===== src/rtl/tpwc_pkg.sv =====
// ============================================================================
// Tuner PLL word calculator package
// Shared types, register indexes and reset values of the divider word block.
// ============================================================================
`default_nettype none

package tpwc_pkg;

    // Widths of the datapath and of the configuration port.
    localparam int unsigned WORD_W     = 32;
    localparam int unsigned STEP_W     = 16;
    localparam int unsigned BYTE_W     = 8;
    localparam int unsigned BANDS_W    = 24;
    localparam int unsigned CFG_IDX_W  = 3;
    localparam int unsigned DIV_STEPS  = 32;
    localparam int unsigned OUT_DATA_W = 32;

    // Quotient bits that make up the divider word.
    localparam int unsigned DIV_KEEP_W = 15;

    // Register indexes on the configuration port.
    typedef enum logic [CFG_IDX_W-1:0] {
        REG_FREQ_STEP    = 3'd0,
        REG_IF_OFFSET    = 3'd1,
        REG_RESOLUTION   = 3'd2,
        REG_THRESH_LOW   = 3'd3,
        REG_THRESH_HIGH  = 3'd4,
        REG_BAND_BYTES   = 3'd5,
        REG_CONTROL_BYTE = 3'd6,
        REG_MODE_MASK    = 3'd7
    } cfg_reg_t;

    // Reset values of the configuration registers.
    localparam logic [STEP_W-1:0]  RST_FREQ_STEP    = 16'd1;
    localparam logic [WORD_W-1:0]  RST_IF_OFFSET    = 32'd479500000;
    localparam logic [WORD_W-1:0]  RST_RESOLUTION   = 32'd125000;
    localparam logic [WORD_W-1:0]  RST_THRESH_LOW   = 32'hFFFF_FFFF;
    localparam logic [WORD_W-1:0]  RST_THRESH_HIGH  = 32'hFFFF_FFFF;
    localparam logic [BANDS_W-1:0] RST_BAND_BYTES   = 24'h30_3030;
    localparam logic [BYTE_W-1:0]  RST_CONTROL_BYTE = 8'h95;
    localparam logic [BYTE_W-1:0]  RST_MODE_MASK    = 8'h00;

    // Payload carried through the divider stages.
    typedef struct packed {
        logic [WORD_W-1:0] rem;   // partial remainder
        logic [WORD_W-1:0] dq;    // dividend bits still to go, quotient bits shifted in
        logic [BYTE_W-1:0] band;  // masked band byte riding along
    } div_data_t;

endpackage : tpwc_pkg

`default_nettype wire


===== src/rtl/tpwc_div_step.sv =====
// ============================================================================
// Tuner PLL word calculator divider step
// One registered restoring division step producing one quotient bit.
// ============================================================================
`default_nettype none

module tpwc_div_step
    import tpwc_pkg::*;
(
    input  wire logic              clk,
    input  wire logic              rst_n,
    input  wire logic              en,
    input  wire logic              in_valid,
    input  wire div_data_t         in_data,
    input  wire logic [WORD_W-1:0] divisor,
    output logic                   out_valid,
    output div_data_t              out_data
);

    logic [WORD_W:0]   trial;
    logic [WORD_W:0]   diff;
    logic              q_bit;
    logic              valid_reg;
    div_data_t         data_reg;
    div_data_t         data_next;

    // Bring down the next dividend bit and try the subtraction.
    // A zero divisor always subtracts, which gives an all-ones quotient.
    always_comb
    begin
        trial = {in_data.rem, in_data.dq[WORD_W-1]};
        diff  = trial - {1'b0, divisor};
        q_bit = (trial >= {1'b0, divisor});
        data_next.rem  = q_bit ? diff[WORD_W-1:0] : trial[WORD_W-1:0];
        data_next.dq   = {in_data.dq[WORD_W-2:0], q_bit};
        data_next.band = in_data.band;
    end

    always_ff @(posedge clk or negedge rst_n)
    begin
        if (!rst_n)
        begin
            valid_reg <= 1'b0;
        end
        else if (en)
        begin
            valid_reg <= in_valid;
        end
    end

    always_ff @(posedge clk)
    begin
        if (en)
        begin
            data_reg <= data_next;
        end
    end

    assign out_valid = valid_reg;
    assign out_data  = data_reg;

endmodule : tpwc_div_step

`default_nettype wire


===== src/rtl/tpwc_divider.sv =====
// ============================================================================
// Tuner PLL word calculator divider
// Chain of registered restoring steps, one quotient bit per stage.
// ============================================================================
`default_nettype none

module tpwc_divider
    import tpwc_pkg::*;
(
    input  wire logic              clk,
    input  wire logic              rst_n,
    input  wire logic              en,
    input  wire logic              in_valid,
    input  wire logic [WORD_W-1:0] dividend,
    input  wire logic [BYTE_W-1:0] in_band,
    input  wire logic [WORD_W-1:0] divisor,
    output logic                   out_valid,
    output logic [WORD_W-1:0]      quotient,
    output logic [BYTE_W-1:0]      out_band
);

    logic      valid_chain [0:DIV_STEPS];
    div_data_t data_chain  [0:DIV_STEPS];

    // The remainder starts at zero with the whole dividend still to come.
    assign valid_chain[0]     = in_valid;
    assign data_chain[0].rem  = '0;
    assign data_chain[0].dq   = dividend;
    assign data_chain[0].band = in_band;

    for (genvar i = 0; i < DIV_STEPS; i++)
    begin : g_step
        tpwc_div_step u_step (
            .clk       (clk),
            .rst_n     (rst_n),
            .en        (en),
            .in_valid  (valid_chain[i]),
            .in_data   (data_chain[i]),
            .divisor   (divisor),
            .out_valid (valid_chain[i+1]),
            .out_data  (data_chain[i+1])
        );
    end

    assign out_valid = valid_chain[DIV_STEPS];
    assign quotient  = data_chain[DIV_STEPS].dq;
    assign out_band  = data_chain[DIV_STEPS].band;

endmodule : tpwc_divider

`default_nettype wire


===== config.mk =====
export PLATFORM = sky130hd
export DESIGN_NAME = tpwc_divider
export DESIGN_NICKNAME = d
export VERILOG_FILES = /design/src/rtl/tpwc_pkg.sv /design/src/rtl/tpwc_div_step.sv /design/src/rtl/tpwc_divider.sv
export SDC_FILE = /design/constraint.sdc
export NUM_CORES = 2
export LEC_CHECK = 0
export BUFFER_PORTS_ARGS = -buffer_cell sky130_fd_sc_hd__buf_2
export CAP_MARGIN = 10
export CORE_UTILIZATION = 60
export CTS_BUF_LIST = sky130_fd_sc_hd__clkbuf_2 sky130_fd_sc_hd__clkbuf_4 sky130_fd_sc_hd__clkbuf_8
export CTS_CLUSTER_DIAMETER = 50
export DETAILED_ROUTE_END_ITERATION = 6
export PLACE_DENSITY = 0.9
export SLEW_MARGIN = 30
export SYNTH_ARGS = -nofsm -noshare
export SYNTH_HDL_FRONTEND = slang
export SYNTH_SLANG_ARGS = --single-unit

===== constraint.sdc =====
create_clock -name clk -period 3.8 [get_ports clk]
set_input_delay 0.57 -clock clk [delete_from_list [all_inputs] [get_ports clk]]
set_output_delay 0.57 -clock clk [all_outputs]
set_load 0.01 [all_outputs]

==> results.toml <==
[run_status]
outcome = "completed"

[clock_tree]
cts_tree = "built"
clockBufferDepth = 4
htree_levels = 5
root_buffer = "clkbuf_8"
clkTransAtPathRegs_ns = 0.07
cts_sinks = 2304
worstSkewPairLatency_ns = 1.15
cts_buffers = 397

[global_routing]
overflow = 0
grt_max_degree = 126
grt_pass1_vias = 102000
grtUsageTotal = 0.355
antenna_found_initial = 19
grt_pass1_wl_um = 586000

[yosys]
synth_fa_ha_area_frac = 0.101
synth_flop_cell = "edfxtp_1"
ys_warn_count = 0
synth_largest_area_cell = "edfxtp_1"
yosys.area_share.simple = 0.0891
ys_types = 110
synth_edf_count = 2272
synth_xor_xnor_area_share = 0.0544
yosysMostFrequentCell = "edfxtp_1"
synthMuxAreaShare = 0.0458
syn_avg_cell_area_um2 = 12.0
syn-instance-count = 10800
synth_seq_cells = 2304
synth-compound-area-share = 0.152
synth_top_family_by_area = "compound AO/OA/AOI/OAI gates"
synthesis.nets = 11900
synth_top_area_share = 0.531
netlist_top_cells_area = "edfxtp_1 (53%), ha_1 (9.7%), mux2_2 (4.2%)"
syn_area_um2 = 129000
yosys-top-cells-count = "edfxtp_1 (2272), ha_1 (994), a21oi_1 (926)"
ys_seq_area_frac = 0.537
async_flop_share = 0.0139

[sta]
max_clock_freq_ghz = 0.265
min_period_over_period = 0.994
setup_viol_count_final = 0
maxSlewViolCount = 0
hold_violations = 0
worst_pin_slew_ns = 0.997
finClkSkew_ns = 0.113
hold_ws_ns = 0.116
rsz0062_at_grt = "true"
maxSlewHeadroom = 0.327
period_needed_ns = 3.78

[route]
drt-initial-drc-count = 9872
routed-via-count = 102000
via_per_inst = 6.11
wl_per_cell_um = 23.7
ant_nets = 0
dr.pass1.iters = 6
routed_wirelength_um = 395000
drc = 0

[critical_path]
crit_fanout = 2
criticalPathCategory = "register to register"
critPathTopFamily = "compound AO/OA/AOI/OAI gates"
required_ns = 4.60
cp_slowest_stage_delay_ns = 0.49
crit_path_end_kind = "register"
r2r_cells = 14
crit_path_start_kind = "register"
crit_top_cell = "a221o_1"
r2r_setup_slack_ns = 0.02
crit_arrival_ns = 4.58
slowest_stage = "edfxtp_1"
r2r-start = "g_step[8].u_step.out_data[39]"
crit_buf_inv = 1
cp_cell_sequence = "inv_2, ha_4, fa_2, and2b_1, o31a_1, o221a_4, nand4_4, a31oi_4, a221o_1, and2_4, a221o_1, and4b_1, a311o_1, mux2_4"
critPathLaunch = "g_step[8].u_step.out_data[39]"
worstSetupPathDepth = 14

[floorplan]
die_w_um = 465
start_util = 0.605
ioPinCount = 117
fp-row-count = 169
die_area_um2 = 216000
die_h_um = 465
coreArea_um2 = 213000

[power]
power.total_mw = 148
powerDensity_nw_per_um2 = 915
power_leakage_nw = 67.8
ir_drop_uv = 511

[layout]
final_util = 0.763
final_area_um2 = 162000
drive_above_1_share = 0.291
area_delta_synth_final_pct = 26.0
nets = 14600

[place]
post_dp_cell_area_um2 = 152000
gp_congestion = 1.00
numPortBuffers = 116
hpwl_um = 291000

[flow_run]
drv_cap = 0

[worst_hold_path]
min_delay_path_depth = 5
hp-start = "divisor[28]"
min_path_type = "primary input to register"
## registers in the layout (all words and copies together), names as in the netlist
register	count
g_step.u_step.out_data	2272
g_step.u_step.out_valid	32
## cell families after synthesis
group / Yosys count
buffers and inverters: 627
flip-flops: 2304
AND/OR/NAND/NOR: 2409
XOR/XNOR: 799
adder cells (fa/ha/maj): 1024
AO/OA/AOI/OAI: 3069
multiplexers: 528
## worst paths after layout
kind | end
min reg2reg | g_step[24].u_step.out_data[37]
max in group asynchronous | g_step[6].u_step.out_valid
max reg2reg | g_step[9].u_step.out_data[68]
min in group asynchronous | g_step[0].u_step.out_valid
min | g_step[0].u_step.out_data[63]
max | g_step[9].u_step.out_data[68]
## per-stage QoR
step           std cells  setup slack, ns  setup TNS, ns
6_report           16700           0.0216              0
5_1_grt            16700          -0.0956          -3.50
4_1_cts            16600        -0.000774      -0.000774
3_5_place_dp       15900           -0.828        -407.53
3_3_place_gp       15900           -0.808        -348.93
2_1_floorplan      10800           -0.617        -350.04
## metal layers
metal | share of wire | up-vias | global-route usage
li1 | - | 46600 | -
met1 | 0.38 | 48800 | 0.435
met2 | 0.47 | 4827 | 0.579
met3 | 0.085 | 1502 | 0.0736
met4 | 0.068 | 14 | 0.216
met5 | 0.00026 | - | 0
## layout make-up
class,count,area [um^2]
diodes,10,25.0
repair buffers,2668,21800
well taps,2821,3530
flip-flops and latches,2304,69000
fillers,13200,50400
clock buffers,496,6280
multi-input cells,7830,58500
inverters,332,1260
clock inverters,198,1620
## worst register-to-register path: stages, from the launching register on
cell and delay, ns:
edfxtp_1 0.49, inv_2 0.13, ha_4 0.15, fa_2 0.20
and2b_1 0.20, o31a_1 0.33, o221a_4 0.25, nand4_4 0.08
a31oi_4 0.11, a221o_1 0.39, and2_4 0.17, a221o_1 0.32
and4b_1 0.18, a311o_1 0.26, mux2_4 0.26
## power by group
part           switching, mW  internal, mW
Sequential              5.58          38.5
Combinational           40.2          41.1
Clock                   10.4          12.6
## timing repair
item / CTS / global route
gates cloned: 2 / 10
resized for setup: 33 / 174
hold endpoints to repair: 85 / 0
hold buffers: 47 / 0
endpoints found under the setup margin: 110 / 409
pin swaps: 10 / 58
buffers inserted: 5 / 40
## layout by cell type (no fill, tap or decap), drive strengths merged, types with 34 or more instances in the layout
| cell type | count |
|---|---|
| dlygate4sd3 | 46 |
| a211oi | 68 |
| a21boi | 58 |
| nand3 | 160 |
| o211ai | 37 |
| a211o | 39 |
| or3 | 41 |
| nand4 | 169 |
| o21ai | 756 |
| o21bai | 127 |
| ha | 994 |
| nor4 | 45 |
| a31oi | 94 |
| nand2b | 115 |
| a21oi | 927 |
| mux2 | 485 |
| a21o | 474 |
| xnor2 | 476 |
| o31ai | 77 |
| mux2i | 43 |
| nand2 | 732 |
| o21a | 124 |
| nor3 | 122 |
| clkbuf | 503 |
| and3 | 72 |
| clkinv | 158 |
| o31a | 34 |
| or2 | 35 |
| xor2 | 323 |
| nor2b | 141 |
| buf | 2614 |
| edfxtp | 2272 |
| and2 | 42 |
| nor2 | 648 |
| inv | 333 |
(Power assumes the default switching activity.)
