[config.mk]
export PLATFORM = sky130hd
export DESIGN_NAME = tpwc_front
export DESIGN_NICKNAME = d
export VERILOG_FILES = /design/src/rtl/tpwc_pkg.sv /design/src/rtl/tpwc_front.sv
export SDC_FILE = /design/constraint.sdc
export NUM_CORES = 1
export LEC_CHECK = 0
export ABC_AREA = 1
export BUFFER_PORTS_ARGS = -buffer_cell sky130_fd_sc_hd__buf_4
export CAP_MARGIN = 20
export CORE_MARGIN = 2
export CORE_UTILIZATION = 56
export CTS_BUF_LIST = sky130_fd_sc_hd__clkbuf_8 sky130_fd_sc_hd__clkbuf_16
export CTS_CLUSTER_SIZE = 40
export DETAILED_ROUTE_END_ITERATION = 7
export PLACE_DENSITY_LB_ADDON = 0.2
export SYNTH_ARGS = -nofsm -noshare
export SYNTH_HDL_FRONTEND = slang
export SYNTH_SLANG_ARGS = --single-unit
[constraint.sdc]
create_clock -name clk -period 2.3 [get_ports clk]
set_clock_uncertainty 0.15 [all_clocks]
set_input_delay 0.46 -clock clk [delete_from_list [all_inputs] [get_ports clk]]
set_output_delay 0.46 -clock clk [all_outputs]
set_load 0.1 [all_outputs]
[src/rtl/tpwc_pkg.sv]
// ============================================================================
// Tuner PLL word calculator package
// Shared types, register indexes and reset values of the divider word block.
// ============================================================================
`default_nettype none

package tpwc_pkg;

    // Widths of the datapath and of the configuration port.
    localparam int unsigned WORD_W     = 32;
    localparam int unsigned STEP_W     = 16;
    localparam int unsigned BYTE_W     = 8;
    localparam int unsigned BANDS_W    = 24;
    localparam int unsigned CFG_IDX_W  = 3;
    localparam int unsigned DIV_STEPS  = 32;
    localparam int unsigned OUT_DATA_W = 32;

    // Quotient bits that make up the divider word.
    localparam int unsigned DIV_KEEP_W = 15;

    // Register indexes on the configuration port.
    typedef enum logic [CFG_IDX_W-1:0] {
        REG_FREQ_STEP    = 3'd0,
        REG_IF_OFFSET    = 3'd1,
        REG_RESOLUTION   = 3'd2,
        REG_THRESH_LOW   = 3'd3,
        REG_THRESH_HIGH  = 3'd4,
        REG_BAND_BYTES   = 3'd5,
        REG_CONTROL_BYTE = 3'd6,
        REG_MODE_MASK    = 3'd7
    } cfg_reg_t;

    // Reset values of the configuration registers.
    localparam logic [STEP_W-1:0]  RST_FREQ_STEP    = 16'd1;
    localparam logic [WORD_W-1:0]  RST_IF_OFFSET    = 32'd479500000;
    localparam logic [WORD_W-1:0]  RST_RESOLUTION   = 32'd125000;
    localparam logic [WORD_W-1:0]  RST_THRESH_LOW   = 32'hFFFF_FFFF;
    localparam logic [WORD_W-1:0]  RST_THRESH_HIGH  = 32'hFFFF_FFFF;
    localparam logic [BANDS_W-1:0] RST_BAND_BYTES   = 24'h30_3030;
    localparam logic [BYTE_W-1:0]  RST_CONTROL_BYTE = 8'h95;
    localparam logic [BYTE_W-1:0]  RST_MODE_MASK    = 8'h00;

    // Payload carried through the divider stages.
    typedef struct packed {
        logic [WORD_W-1:0] rem;   // partial remainder
        logic [WORD_W-1:0] dq;    // dividend bits still to go, quotient bits shifted in
        logic [BYTE_W-1:0] band;  // masked band byte riding along
    } div_data_t;

endpackage : tpwc_pkg

`default_nettype wire

[src/rtl/tpwc_front.sv]
// ============================================================================
// Tuner PLL word calculator front end
// Scales the frequency to hertz, picks the band byte and adds the IF offset.
// ============================================================================
`default_nettype none

module tpwc_front
    import tpwc_pkg::*;
#(
    parameter int unsigned FREQ_WIDTH = 32
)
(
    input  wire logic                   clk,
    input  wire logic                   rst_n,
    input  wire logic                   en,
    input  wire logic                   in_valid,
    input  wire logic [FREQ_WIDTH-1:0]  freq,
    input  wire logic [STEP_W-1:0]      freq_step,
    input  wire logic [WORD_W-1:0]      if_offset,
    input  wire logic [WORD_W-1:0]      thresh_low,
    input  wire logic [WORD_W-1:0]      thresh_high,
    input  wire logic [BANDS_W-1:0]     band_bytes,
    input  wire logic [BYTE_W-1:0]      mode_mask,
    output logic                        out_valid,
    output logic [WORD_W-1:0]           sum,
    output logic [BYTE_W-1:0]           band
);

    localparam int unsigned PROD_W = FREQ_WIDTH + STEP_W;

    logic [PROD_W-1:0] prod_full;
    logic              hz_valid_reg;
    logic [WORD_W-1:0] hz_reg;
    logic              sum_valid_reg;
    logic [WORD_W-1:0] sum_reg;
    logic [BYTE_W-1:0] band_reg;
    logic [BYTE_W-1:0] band_next;

    // Stage one: scale to hertz, keeping the low word of the product.
    assign prod_full = {{STEP_W{1'b0}}, freq} * {{FREQ_WIDTH{1'b0}}, freq_step};

    always_ff @(posedge clk or negedge rst_n)
    begin
        if (!rst_n)
        begin
            hz_valid_reg <= 1'b0;
        end
        else if (en)
        begin
            hz_valid_reg <= in_valid;
        end
    end

    always_ff @(posedge clk)
    begin
        if (en)
        begin
            hz_reg <= prod_full[WORD_W-1:0];
        end
    end

    // Band selection against the two thresholds, with the mode bits cleared.
    always_comb
    begin
        if (hz_reg < thresh_low)
        begin
            band_next = band_bytes[BYTE_W-1:0];
        end
        else if (hz_reg < thresh_high)
        begin
            band_next = band_bytes[2*BYTE_W-1:BYTE_W];
        end
        else
        begin
            band_next = band_bytes[3*BYTE_W-1:2*BYTE_W];
        end
        band_next = band_next & ~mode_mask;
    end

    // Stage two: register the band byte and the offset frequency.
    always_ff @(posedge clk or negedge rst_n)
    begin
        if (!rst_n)
        begin
            sum_valid_reg <= 1'b0;
        end
        else if (en)
        begin
            sum_valid_reg <= hz_valid_reg;
        end
    end

    always_ff @(posedge clk)
    begin
        if (en)
        begin
            sum_reg  <= hz_reg + if_offset;
            band_reg <= band_next;
        end
    end

    assign out_valid = sum_valid_reg;
    assign sum       = sum_reg;
    assign band      = band_reg;

endmodule : tpwc_front

`default_nettype wire

==> impl_metrics.tcl, run 1 <==
set metrics [dict create \
    hold-worst-slack_ns 0.194 \
    end_kind "flip-flop" \
    place_congestion 0.907 \
    postSynthNetCount 3030 \
    timing.hold.worst.start "in_valid" \
    final_layout_size_suffix_gt1_share_pct 36.7 \
    num_io_pins 221 \
    violations_in_the_final_reports "negative setup slack" \
    achievable-frequency_mhz 187 \
    layout_worst_path_cycle_share_pct 233 \
    layoutNonFillerInstCount 3367 \
    antenna_viol_nets_final 0 \
    grt_pass1_vias 18200 \
    critical_path.slowest_cell "fa_1" \
    number_of_enable_type_register_cells_in_the_synthesized_netlist 72 \
    synth.largest_area_cell "fa_1" \
    vias_per_cell 5.24 \
    row_count 66 \
    layout_setup_ws_ns -3.06 \
    post-synth-top-area-fraction_pct 33.4 \
    design.core.area_um2 32400 \
    worst_path_largest_cell_delay_ns 0.53 \
    place.detailed.instances 3283 \
    clk-insertion-delay-late_ns 0.34 \
    clockRootBuffer "clkbuf_16" \
    worst-r2r-setup-slack_ns -0.16 \
    vias 17700 \
    worst_case_hold_path_end_point "hz_valid_reg" \
    worst_pin_slew_ns 0.437 \
    cts_tree "built" \
    num_antenna_cells 0 \
    die_outline_height_um 185 \
    postSynth.asyncResetShare_pct 2.70 \
    gr_util_all_layers_pct 34.2 \
    synthesis.area_per_instance_um2 7.66 \
    global_route.overflow_total 0 \
    fin_util_pct 82.0 \
    max_cap_violations 0 \
    fin_setup_tns_ns -75.90 \
    hold_viol_final 0 \
    synthFlopType "edfxtp_1" \
    remaining_drc_errors 0 \
    area_growth_pct 45.1 \
    worstSetupPathType "in -> reg" \
    cp.required_ns 2.25 \
    worstHoldPathType "in -> reg" \
    firstDrtPassIters 6 \
    final_setup_violation_count 44 \
    final_nets 3563 \
    max_slew_headroom_at_the_worst_pin_pct 70.7 \
    critical_path_peak_fanout 5 \
    clockBufferDepth 2 \
    synthesis.instances 2387 \
    worst_r2r_path_depth 12 \
    grt_first_pass_wirelength_um 90700 \
    leading_cell_types_in_the_layout_fill_and_taps_excluded "588 x inv_1, 552 x nand2_1, 481 x buf_4, 272 x fa_1, 87 x ha_1" \
    run_status "finished, violations left" \
    cts_made_buffers 9 \
    clock_sink_count 74 \
    critical_r2r_launch "hz_reg[11]" \
    clk_pin_slew_ns 0.06 \
    timing.final.crit_period_ns 5.36 \
    rsz_0062_raised_after_global_routing "yes" \
    worstReg2RegEnd "band[3]" \
    cts_max_level 3 \
    pin_count_of_the_biggest_net_entering_global_routing 77 \
    yosys-top-cells-area "fa_1 33%, inv_1 14%, nand2_1 13%, edfxtp_1 12%, ha_1 11%" \
    synth-seq-cells 74 \
    worst_ep_arrival_time_ns 5.31 \
    avgRoutedWirePerCell_um 18.2 \
    place_hpwl_um 45500 \
    synth.yosys.seq_area_share_pct 12.1 \
    total_detailed_routing_wirelength_um 61300 \
    dieArea_um2 34100 \
    drtIter0Drc 1420 \
    ys.warnings.count 0 \
    crit_chain "bufbuf_16 -> nand2_2 -> fa_1 -> inv_1 -> fa_1 -> inv_1 -> fa_1 -> fa_1 -> inv_1 -> fa_1 -> inv_1 -> fa_1 -> inv_1 -> ha_4 -> buf_4 -> nand2_2 -> nor2_2 -> nand2_2 -> or2_1 -> nand3_2 -> inv_1 -> nand2_1 -> nand2_1" \
    die_w_um 185 \
    setup.worst_path.start_class "input pin" \
    mostFrequentLayoutCell "inv_1" \
    portBuffers 220 \
    syn_area_um2 18300 \
    whs_path_depth 3 \
    netlist-cell-type-count 49 \
    start_util_pct 56.5 \
    maxSlewViolCount 0 \
    grt_antenna_before_repair 0 \
]
==> stage by stage <==
| stage | instance area (um2) | setup WS [ns] |
|---|---|---|
| 6_report | 26500 | -3.06 |
| 5_1_grt | 26500 | -3.24 |
| 4_1_cts | 25200 | -2.99 |
| 3_5_place_dp | 23200 | -3.70 |
| 3_3_place_gp | 23200 | -3.61 |
| 2_1_floorplan | 19300 | -3.10 |
==> what timing repair did <==
| item | in CTS | in global routing |
|---|---|---|
| gates cloned | 5 | 5 |
| endpoints found under the hold margin | 2 | 0 |
| gates resized for setup | 337 | 259 |
| buffers inserted | 41 | 27 |
| pin swaps | 150 | 161 |
| hold buffers | 1 | 0 |
| setup endpoints to repair | 50 | 57 |
==> area by class of cell <==
class                   count  area (um2)
well taps                 442         553
repair buffers            604        5470
inverters                 669        2520
clock buffers               9         225
multi-input cells        1562       15500
fillers                  1946        5820
clock inverters             7        52.6
flip-flops and latches     74        2210
==> how the worst max path moves through the flow <==
stage	startpoint	endpoint	cells after the start
detailed placement	freq_step[1]	hz_reg[21]	20
finish	freq_step[2]	hz_reg[31]	23
global route	freq_step[2]	hz_reg[31]	23
floorplan	freq_step[10]	hz_reg[31]	24
global placement	freq_step[1]	hz_reg[31]	21
CTS	freq_step[2]	hz_reg[31]	23
==> critical path: cells and delay by family <==
family	cells	cell delay, ns
adder cells (fa/ha/maj)	7	3.26
AND/OR/NAND/NOR	8	0.89
buffers and inverters	8	0.69
==> Yosys cell counts (all sizes together), types with 2 or more instances <==
library cell / instances
edfxtp: 72
o21ai: 50
a31oi: 8
nand3b: 9
dfrtp: 2
nand4: 15
o21bai: 7
nand2: 653
nor3: 11
xnor2: 13
inv: 669
ha: 158
o21a: 7
nor2: 76
xor2: 42
o211ai: 8
clkbuf: 67
a211oi: 2
nand3: 69
a21oi: 103
a21boi: 5
fa: 305
a21o: 12
buf: 15
==> metal layers <==
| layer | global-route usage (%) | part of all wire [%] | up-vias | wire (um) |
|---|---|---|---|---|
| met2 | 60.2 | 49 | 888 | 30200 |
| met5 | 0 | 0 | - | 0 |
| met1 | 43.1 | 38 | 8468 | 23200 |
| met4 | 12.2 | 4.7 | 0 | 2870 |
| li1 | - | - | 8113 | - |
| met3 | 4.88 | 8.0 | 184 | 4900 |
==> kinds of logic after synthesis <==
logic type               count (synthesis)  synth area share (%)
AO/OA/AOI/OAI                          206                  6.79
buffers and inverters                  751                  15.5
XOR/XNOR                                55                  2.67
flip-flops                              74                  12.1
adder cells (fa/ha/maj)                463                  44.2
AND/OR/NAND/NOR                        838                  18.7
Power of run 1 is left out: the tool's default activity adds up to more than one toggle a clock period on the data nets, which glitch-free logic cannot reach.
==> run 2: changes to the inputs <==
Settings changed: ABC_AREA 1 to not set, CORE_UTILIZATION 56 to 55, CTS_CLUSTER_SIZE 40 to 24.
==> run 2 against run 1 <==
The flow still finishes with violations (negative setup slack). Maximum frequency shrank 6.4%. Count of clock-buffer cells in the layout is the same. Global-route usage fell by 3.7 points. Non-clock buffer count fell by 73. Wire length shrank 19%. Die area decreased by 5.5%. Register-to-register slack got worse by 0.41 ns. Critical path type unchanged. Cell area down 12%. Final cell count is 19% lower. Sequential cell count stayed put. Synthesized cell count fell by 22%.
==> impl_metrics.tcl, run 2 <==
set metrics [dict create \
    cts_made_buffers 9 \
    layout_setup_ws_ns -3.42 \
    critical_r2r_launch "hz_reg[0]" \
    synthFlopType "edfxtp_1" \
    worst-path-buf-inv 6 \
    netlist-cell-type-count 62 \
    timing.critical_path.mode_cell "fa_1" \
    worstSetupPathType "in -> reg" \
    vias_per_cell 5.31 \
    clock_sink_count 74 \
    worst_path_largest_cell_delay_ns 0.54 \
    netlist_top_cells_count "403 x inv_1, 305 x fa_1, 264 x nand2_1" \
    clockBufferDepth 2 \
    critical_path.slowest_cell "fa_1" \
    leading_cell_types_in_the_layout_fill_and_taps_excluded "456 x buf_4, 374 x inv_1, 280 x fa_1, 258 x nand2_1, 127 x and2_1" \
    synthesis.instances 1865 \
    timing.final.crit_period_ns 5.72 \
    max_cap_violations 0 \
    worst_ep_arrival_time_ns 5.67 \
    dpl_cell_area_um2 21400 \
    layout_worst_path_cycle_share_pct 249 \
    synth-seq-cells 74 \
    portBuffers 220 \
    cts_tree "built" \
    synth.yosys.seq_area_share_pct 13.0 \
    num_io_pins 221 \
    maxSlewViolCount 0 \
    post-route-cell-area_um2 23200 \
    remaining_drc_errors 0 \
    clockRootBuffer "clkbuf_16" \
    drtIter0Drc 984 \
    post-synth-top-area-fraction_pct 36.0 \
    cts_max_level 3 \
    ys.warnings.count 0 \
    ff_latch_area_um2 2210 \
    antenna_viol_nets_final 0 \
    start_util_pct 55.6 \
    postSynth.asyncResetShare_pct 2.70 \
    critical_path_peak_fanout 8 \
    layoutNonFillerInstCount 2742 \
    rsz_0062_raised_after_global_routing "yes" \
    max_slew_headroom_at_the_worst_pin_pct 68.4 \
    place.detailed.instances 2683 \
    grt_first_pass_wirelength_um 79200 \
    gr_util_all_layers_pct 30.5 \
    global_route.overflow_total 0 \
    num_antenna_cells 0 \
    worst_pin_slew_ns 0.469 \
    setup.worst_path.start_class "input pin" \
    yosys-top-cells-area "fa_1 36%, edfxtp_1 13%, ha_1 12%, inv_1 8.9%, and2_1 5.9%" \
    area_growth_pct 37.0 \
    final_layout_size_suffix_gt1_share_pct 34.1 \
    postSynthNetCount 2508 \
    syn_area_um2 17000 \
    pin_count_of_the_biggest_net_entering_global_routing 73 \
    timing.hold.worst.start "in_valid" \
    multi_input_area_um2 14300 \
    grt_pass1_vias 15700 \
    worst-r2r-setup-slack_ns -0.57 \
    worstHoldPathType "in -> reg" \
    vias 14600 \
    run_status "finished, violations left" \
    place_hpwl_um 40000 \
    place_congestion 0.942 \
    violations_in_the_final_reports "negative setup slack" \
    kind_of_cell_adding_the_most_delay_to_the_critical_path "adder cells" \
    mostFrequentLayoutCell "buf_4" \
    die_w_um 180 \
    clk_pin_slew_ns 0.06 \
    final_nets 2985 \
    grt_antenna_before_repair 0 \
    number_of_enable_type_register_cells_in_the_synthesized_netlist 72 \
    row_count 64 \
    die_outline_height_um 180 \
    crit_chain "buf_12 -> and2_4 -> fa_1 -> inv_2 -> fa_1 -> fa_1 -> inv_1 -> fa_1 -> fa_1 -> inv_1 -> fa_1 -> inv_2 -> ha_4 -> a21o_1 -> a2111o_1 -> a2bb2oi_2 -> o211ai_1 -> buf_4 -> a31oi_4 -> a21o_1 -> a21oi_2 -> xnor2_1" \
    achievable-frequency_mhz 175 \
    firstDrtPassIters 7 \
    clk-insertion-delay-late_ns 0.35 \
    hold_viol_final 0 \
    filler_cell_count 2074 \
    final_setup_violation_count 62 \
    dieArea_um2 32300 \
    yosysMostFrequentCell "inv_1" \
    design.core.area_um2 30500 \
    cp.required_ns 2.25 \
    synthesis.area_per_instance_um2 9.10 \
    total_detailed_routing_wirelength_um 49800 \
    synth.largest_area_cell "fa_1" \
    critical_path_start "freq_step[4]" \
    end_kind "flip-flop" \
    avgRoutedWirePerCell_um 18.2 \
]
run 2: cell types whose count changed after synthesis, sizes merged, moves of 23 or more:
cell,delta
nand2,-389
and2,+160
inv,-265
nand3,-58
a21o,+31
nor2,-39
xnor2,+47
xor2,-23
a21oi,-23
run 2: timing repair:
item | in CTS | in global routing
hold buffers | 1 | 0
endpoints found under the setup margin | 61 | 64
buffers inserted | 24 | 24
resized for setup | 163 | 132
pin swaps | 77 | 71
endpoints found under the hold margin | 2 | 0
cloned | 1 | 0
run 2: per-stage QoR:
| stage | hold slack [ns] | utilization (%) | setup WS (ns) | TNS, ns |
|---|---|---|---|---|
| floorplan | 0.0144 | - | -3.62 | -83.57 |
| global placement | 0.0922 | 70.2 | -3.80 | -103.71 |
| detailed placement | 0.0952 | 70.2 | -3.90 | -106.45 |
| CTS | 0.205 | 73.9 | -3.37 | -85.28 |
| global route | 0.215 | 76.2 | -3.58 | -95.86 |
| finish | 0.213 | 76.2 | -3.42 | -89.46 |
run 2: final cells by class:
type	instances	area share, %
Multi-Input combinational cell	1322	61.7
Tap cell	396	2.13
Clock buffer	9	0.969
Timing Repair Buffer	531	19.0
Inverter	404	6.54
Clock inverter	6	0.124
Sequential cell	74	9.52
run 2: kinds of logic after synthesis:
family / after synthesis / synth area share (%)
buffers and inverters: 469 / 10.4
flip-flops: 74 / 13.0
AO/OA/AOI/OAI: 226 / 8.62
AND/OR/NAND/NOR: 543 / 15.5
XOR/XNOR: 79 / 4.08
adder cells (fa/ha/maj): 463 / 47.7
multiplexers: 11 / 0.671
run 2: metal layers:
metal / global-route usage [%] / vias to the layer above / share of wire, %
met5: 0 / - / 0
met4: 7.74 / 0 / 1.8
met3: 4.21 / 65 / 6.6
met2: 51.7 / 593 / 49
met1: 41.5 / 7164 / 42
li1: - / 6733 / -
run 2: final timing paths:
check | endpoint | depth (start not counted)
worst max register to register | sum[30] | 11
worst max-delay path | hz_reg[29] | 22
worst min-delay path | hz_valid_reg | 2
min in group asynchronous | out_valid | 2
worst min register to register | out_valid | 1
max in group asynchronous | hz_valid_reg | 2
Power of run 2 is left out for the same reason.
